File: config.mk
export PLATFORM = sky130hd
export DESIGN_NAME = rmae_ctrl
export DESIGN_NICKNAME = d
export VERILOG_FILES = /design/src/rtl/core/rmae_pkg.sv /design/src/rtl/core/rmae_ctrl.sv
export SDC_FILE = /design/constraint.sdc
export NUM_CORES = 1
export LEC_CHECK = 0
export BUFFER_PORTS_ARGS = -buffer_cell sky130_fd_sc_hd__buf_2
export CORE_AREA = 3 3 40 42
export CTS_BUF_LIST = sky130_fd_sc_hd__clkbuf_16
export DETAILED_ROUTE_END_ITERATION = 8
export DIE_AREA = 0 0 43 45
export PLACE_DENSITY = 0.45
export SYNTH_ARGS = -nofsm -noshare
export SYNTH_HDL_FRONTEND = slang
export SYNTH_SLANG_ARGS = --single-unit
File: constraint.sdc
create_clock -name clock -period 2.5 [get_ports clock]
set_input_delay 0.25 -clock clock [delete_from_list [all_inputs] [get_ports clock]]
set_output_delay 0.25 -clock clock [all_outputs]
set_load 0.05 [all_outputs]
File: src/rtl/core/rmae_pkg.sv
// -----------------------------------------------------------------------------
// rmae_pkg: shared types and constants of the remote memory atomic engine
// Request and response payloads, operation and status codes, controller
// states and the command/status bundles between controller and datapath.
// -----------------------------------------------------------------------------
package rmae_pkg;

   // default geometry of the paged store
   localparam int DEF_PAGE_COUNT = 64;
   localparam int DEF_PAGE_BYTES = 4096;

   // request field widths
   localparam int OP_W     = 3;
   localparam int PAGE_W   = 6;
   localparam int OFFSET_W = 12;
   localparam int SIZE_W   = 4;
   localparam int DATA_W   = 64;
   localparam int ID_W     = 32;

   // byte lane bits within one 64-bit word
   localparam int LANE_W = 3;

   // operation codes
   localparam logic [OP_W-1:0] OP_READ  = 3'd0;
   localparam logic [OP_W-1:0] OP_WRITE = 3'd1;
   localparam logic [OP_W-1:0] OP_ADD   = 3'd2;
   localparam logic [OP_W-1:0] OP_CAS   = 3'd3;
   localparam logic [OP_W-1:0] OP_TAKE  = 3'd4;
   localparam logic [OP_W-1:0] OP_COUNT = 3'd5;

   // access sizes
   localparam logic [SIZE_W-1:0] SIZE_1 = 4'd1;
   localparam logic [SIZE_W-1:0] SIZE_2 = 4'd2;
   localparam logic [SIZE_W-1:0] SIZE_4 = 4'd4;
   localparam logic [SIZE_W-1:0] SIZE_8 = 4'd8;

   typedef enum logic [1:0] {
      STATUS_OK         = 2'd0,
      STATUS_BAD_SIZE   = 2'd1,
      STATUS_NO_PENDING = 2'd2,
      STATUS_MISALIGNED = 2'd3
   } status_type;

   typedef struct packed {
      logic [OP_W-1:0]     operation;
      logic [PAGE_W-1:0]   page;
      logic [OFFSET_W-1:0] offset;
      logic [SIZE_W-1:0]   size;
      logic [DATA_W-1:0]   value;
      logic [DATA_W-1:0]   compare_value;
   } req_type;

   typedef struct packed {
      status_type        status;
      logic [DATA_W-1:0] read_data;
      logic [ID_W-1:0]   transaction_id;
      logic [ID_W-1:0]   pending_count;
   } rsp_type;

   typedef enum logic [2:0] {
      ST_CLEAR,
      ST_IDLE,
      ST_DECODE,
      ST_INDEX,
      ST_ADDR,
      ST_EXEC
   } ctl_state_type;

   // controller to datapath
   typedef struct packed {
      logic clear;
      logic capture;
      logic decode;
      logic index;
      logic addr;
      logic exec;
   } ctl_cmd_type;

   // datapath to controller
   typedef struct packed {
      logic clear_done;
      logic mem_go;
   } dp_stat_type;

   // byte mask of an access of the given size (valid sizes only)
   function automatic logic [DATA_W-1:0] lane_mask(input logic [SIZE_W-1:0] size);
      logic [DATA_W-1:0] mask;
      unique case (size)
         SIZE_1:  mask = 64'h0000_0000_0000_00FF;
         SIZE_2:  mask = 64'h0000_0000_0000_FFFF;
         SIZE_4:  mask = 64'h0000_0000_FFFF_FFFF;
         default: mask = 64'hFFFF_FFFF_FFFF_FFFF;
      endcase
      return mask;
   endfunction

endpackage

File: src/rtl/core/rmae_ctrl.sv
// -----------------------------------------------------------------------------
// rmae_ctrl: sequencing controller
// Runs the post-reset clearing pass, then steps each accepted transaction
// through decode and execute, with address build and store read between them for valid memory accesses.
// -----------------------------------------------------------------------------
module rmae_ctrl (
   input  logic                  clock,
   input  logic                  reset,
   input  logic                  start,
   output logic                  busy,
   input  rmae_pkg::dp_stat_type stat,
   output rmae_pkg::ctl_cmd_type cmd
);

   rmae_pkg::ctl_state_type state_ff;
   rmae_pkg::ctl_state_type state_in;

   // state register
   always_ff @(posedge clock) begin
      if (reset) begin
         state_ff <= rmae_pkg::ST_CLEAR;
      end else begin
         state_ff <= state_in;
      end
   end

   // next state and commands
   always_comb begin
      state_in = state_ff;
      cmd      = '0;
      busy     = 1'b1;
      unique case (state_ff)
         rmae_pkg::ST_CLEAR: begin
            cmd.clear = 1'b1;
            if (stat.clear_done) begin
               state_in = rmae_pkg::ST_IDLE;
            end
         end
         rmae_pkg::ST_IDLE: begin
            busy = 1'b0;
            if (start) begin
               cmd.capture = 1'b1;
               state_in    = rmae_pkg::ST_DECODE;
            end
         end
         rmae_pkg::ST_DECODE: begin
            cmd.decode = 1'b1;
            // only valid memory accesses touch the store
            state_in = stat.mem_go ? rmae_pkg::ST_INDEX : rmae_pkg::ST_EXEC;
         end
         rmae_pkg::ST_INDEX: begin
            cmd.index = 1'b1;
            state_in  = rmae_pkg::ST_ADDR;
         end
         rmae_pkg::ST_ADDR: begin
            cmd.addr = 1'b1;
            state_in = rmae_pkg::ST_EXEC;
         end
         rmae_pkg::ST_EXEC: begin
            cmd.exec = 1'b1;
            state_in = rmae_pkg::ST_IDLE;
         end
         default: begin
            state_in = rmae_pkg::ST_IDLE;
         end
      endcase
   end

endmodule

==> flow_metrics.env <==
export IMPL_portBuffers=11
export IMPL_hpwlAfterDp_um=362
export IMPL_crit_path_start="state_ff[1]"
export IMPL_critPathLaunchType="register"
export IMPL_drt_pass1_iter_count=4
export IMPL_synth_top_area_frac=0.324
export IMPL_htree_levels=1
export IMPL_leakagePower_nw=0.162
export IMPL_synth_edf_count=0
export IMPL_ios=12
export IMPL_top_register="state_ff"
export IMPL_drc=0
export IMPL_track_usage=0.0583
export IMPL_hold_class="in2reg"
export IMPL_rsz0062_at_grt="false"
export IMPL_yosysTopAreaCell="dfxtp_1"
export IMPL_max_freq_mhz=685
export IMPL_synth_flop_cell="dfxtp_1"
export IMPL_ant_nets=0
export IMPL_cp_arrival_ps=1210
export IMPL_drv_slew=0
export IMPL_cts_buffers=3
export IMPL_r2r_start="state_ff[0]"
export IMPL_top_regs="state_ff x3"
export IMPL_synth_area_um2=185
export IMPL_final_cells=52
export IMPL_place_ws_ps=1270
export IMPL_clockBufferDepth=2
export IMPL_worst_pin_slew_ps=306
export IMPL_critical_path_required_ps=2250
export IMPL_n_antenna_cell=0
export IMPL_place_congestion=0.655
export IMPL_post_cts_resized=0
export IMPL_yosys_top_cells_count="dfxtp_1, inv_1"
export IMPL_placed_cells=48
export IMPL_status="finished, final reports clean"
export IMPL_cts_root_buf="clkbuf_16"
export IMPL_drive_above_1_share=0.432
export IMPL_rr_endpoint="state_ff[0]"
export IMPL_start_util=0.144
export IMPL_crit_buf_inv=2
export IMPL_final_area_um2=327
export IMPL_die_w_um=43
export IMPL_grt_max_degree=12
export IMPL_grt_pass1_vias=201
export IMPL_crit_end="cmd[3]"
export IMPL_max_slew_margin=0.796
export IMPL_finClkSkew_ps=0.0941
export IMPL_hold_buffers=0
export IMPL_syn_nets=28
export IMPL_yosys_top_cells_area="dfxtp_1, a211oi_2, and3_1"
export IMPL_cts_clk_slew_worst_paths_ps=30
export IMPL_setup_viol=0
export IMPL_antenna_found_initial=0
export IMPL_worst_path_stages=3
export IMPL_path_cells="inv_1, nor3_1, buf_2"
export IMPL_path_max_fanout=8
export IMPL_avgRoutedWirePerCell_um=9.58
export IMPL_finalSetupTns_ps=0
export IMPL_cts_sinks=3
export IMPL_nets=43
export IMPL_synth_async_sr_flop_share=0
export IMPL_p_per_area_nw_per_um2=1100
export IMPL_grt_pass1_wl_um=765
export IMPL_core_area_um2=1280
export IMPL_endpoint_kind="output pin"
export IMPL_syn2layout_area_growth_pct=76.4
export IMPL_cp_slowest_cell="dfxtp_1"
export IMPL_critPathTopFamily="flip-flops"
export IMPL_rrSetupSlack_ps=1580
export IMPL_row_count=13
export IMPL_syn_inst=23
export IMPL_min_period_ps=1460
export IMPL_period_share=0.584
export IMPL_yosys_warnings=0
export IMPL_reg2reg_depth=3
export IMPL_syn_avg_cell_area_um2=8.05
export IMPL_gr_total_overflow=0
export IMPL_drt_iter0_markers=3
export IMPL_post_route_util=0.254
export IMPL_yosysSeqAreaShare=0.324
export IMPL_setup_ws_ps=1040
export IMPL_vias=204
export IMPL_peakVddDrop_uv=372
export IMPL_die_h_um=45
export IMPL_place_area_um2=248
export IMPL_max_cap_viol_count=0
export IMPL_finalHoldViolCount=0
export IMPL_critical_path_class="reg2out"
export IMPL_via_per_inst=3.92
export IMPL_max_stage_delay_ps=450
export IMPL_postCtsSetupRepairBufs=0
export IMPL_die_area_um2=1940
export IMPL_cts_tree="done"
export IMPL_clkLatencyLatePin_ps=220
export IMPL_synth_seq_cells=3
export IMPL_largest_register_ffs=3
export IMPL_synth_cell_type_count=15
export IMPL_wirelength_um=498
layout by cell type, fill, tap and decap left out:
| master | count |
|---|---|
| nor3b_2 | 1 |
| buf_2 | 11 |
| clkbuf_16 | 3 |
| nand3b_1 | 1 |
| inv_1 | 4 |
| a211oi_2 | 1 |
| a31oi_1 | 1 |
| o31ai_1 | 1 |
| a21oi_1 | 1 |
| nand3_1 | 2 |
| and3_1 | 2 |
| nor3_1 | 2 |
| nand2b_1 | 1 |
| o21ai_0 | 1 |
| dfxtp_1 | 3 |
| nor2_1 | 2 |
worst reg2reg max path, delay by kind of cell (launching register included):
kind	cells	cell delay, ps
AOI/OAI and AO/OA	3	320
DFF	1	490
routing by layer:
layer	vias up	global-route usage	wire length, um
li1	109	-	-
met1	83	0.0554	219
met2	10	0.0838	199
met3	2	0.0279	61
met4	0	0.0723	17
met5	-	0	0
kinds of logic after synthesis:
family          after synthesis  synth area share
flops                         3             0.324
simple gates                 11             0.358
compound gates                5             0.196
buf+inv                       4             0.122
area by class of cell:
type | instances | area [um2]
inverter | 3 | 11.3
timing repair buffer | 11 | 55.1
fill | 156 | 958
multi-input combinational | 16 | 103
tap | 15 | 18.8
clock inverter | 1 | 3.75
clock buffer | 3 | 75.1
sequential | 3 | 60.1
stage by stage:
stage	power (W)	hold WS, ps
after floorplan	0.000101	315
after global placement	0.000111	458
after detailed placement	0.000112	457
after CTS	0.000367	222
after global routing	0.000375	237
final	0.000361	226
power by group:
part	switching, W	internal, W	total [W]
logic	0.0000373	0.0000144	0.0000517
clock network	0.0000441	0.000206	0.000250
registers	0.00000701	0.0000516	0.0000586
worst min-delay path by stage:
stage          startpoint          end  slack, ps  cells after the start
6_report            reset  state_ff[1]        230                      2
3_5_place_dp        reset  state_ff[1]        460                      2
3_3_place_gp        reset  state_ff[1]        460                      2
5_1_grt             reset  state_ff[1]        240                      2
2_1_floorplan       reset  state_ff[1]        310                      1
4_1_cts             reset  state_ff[1]        220                      2
Power figures use the tool's default switching activity.
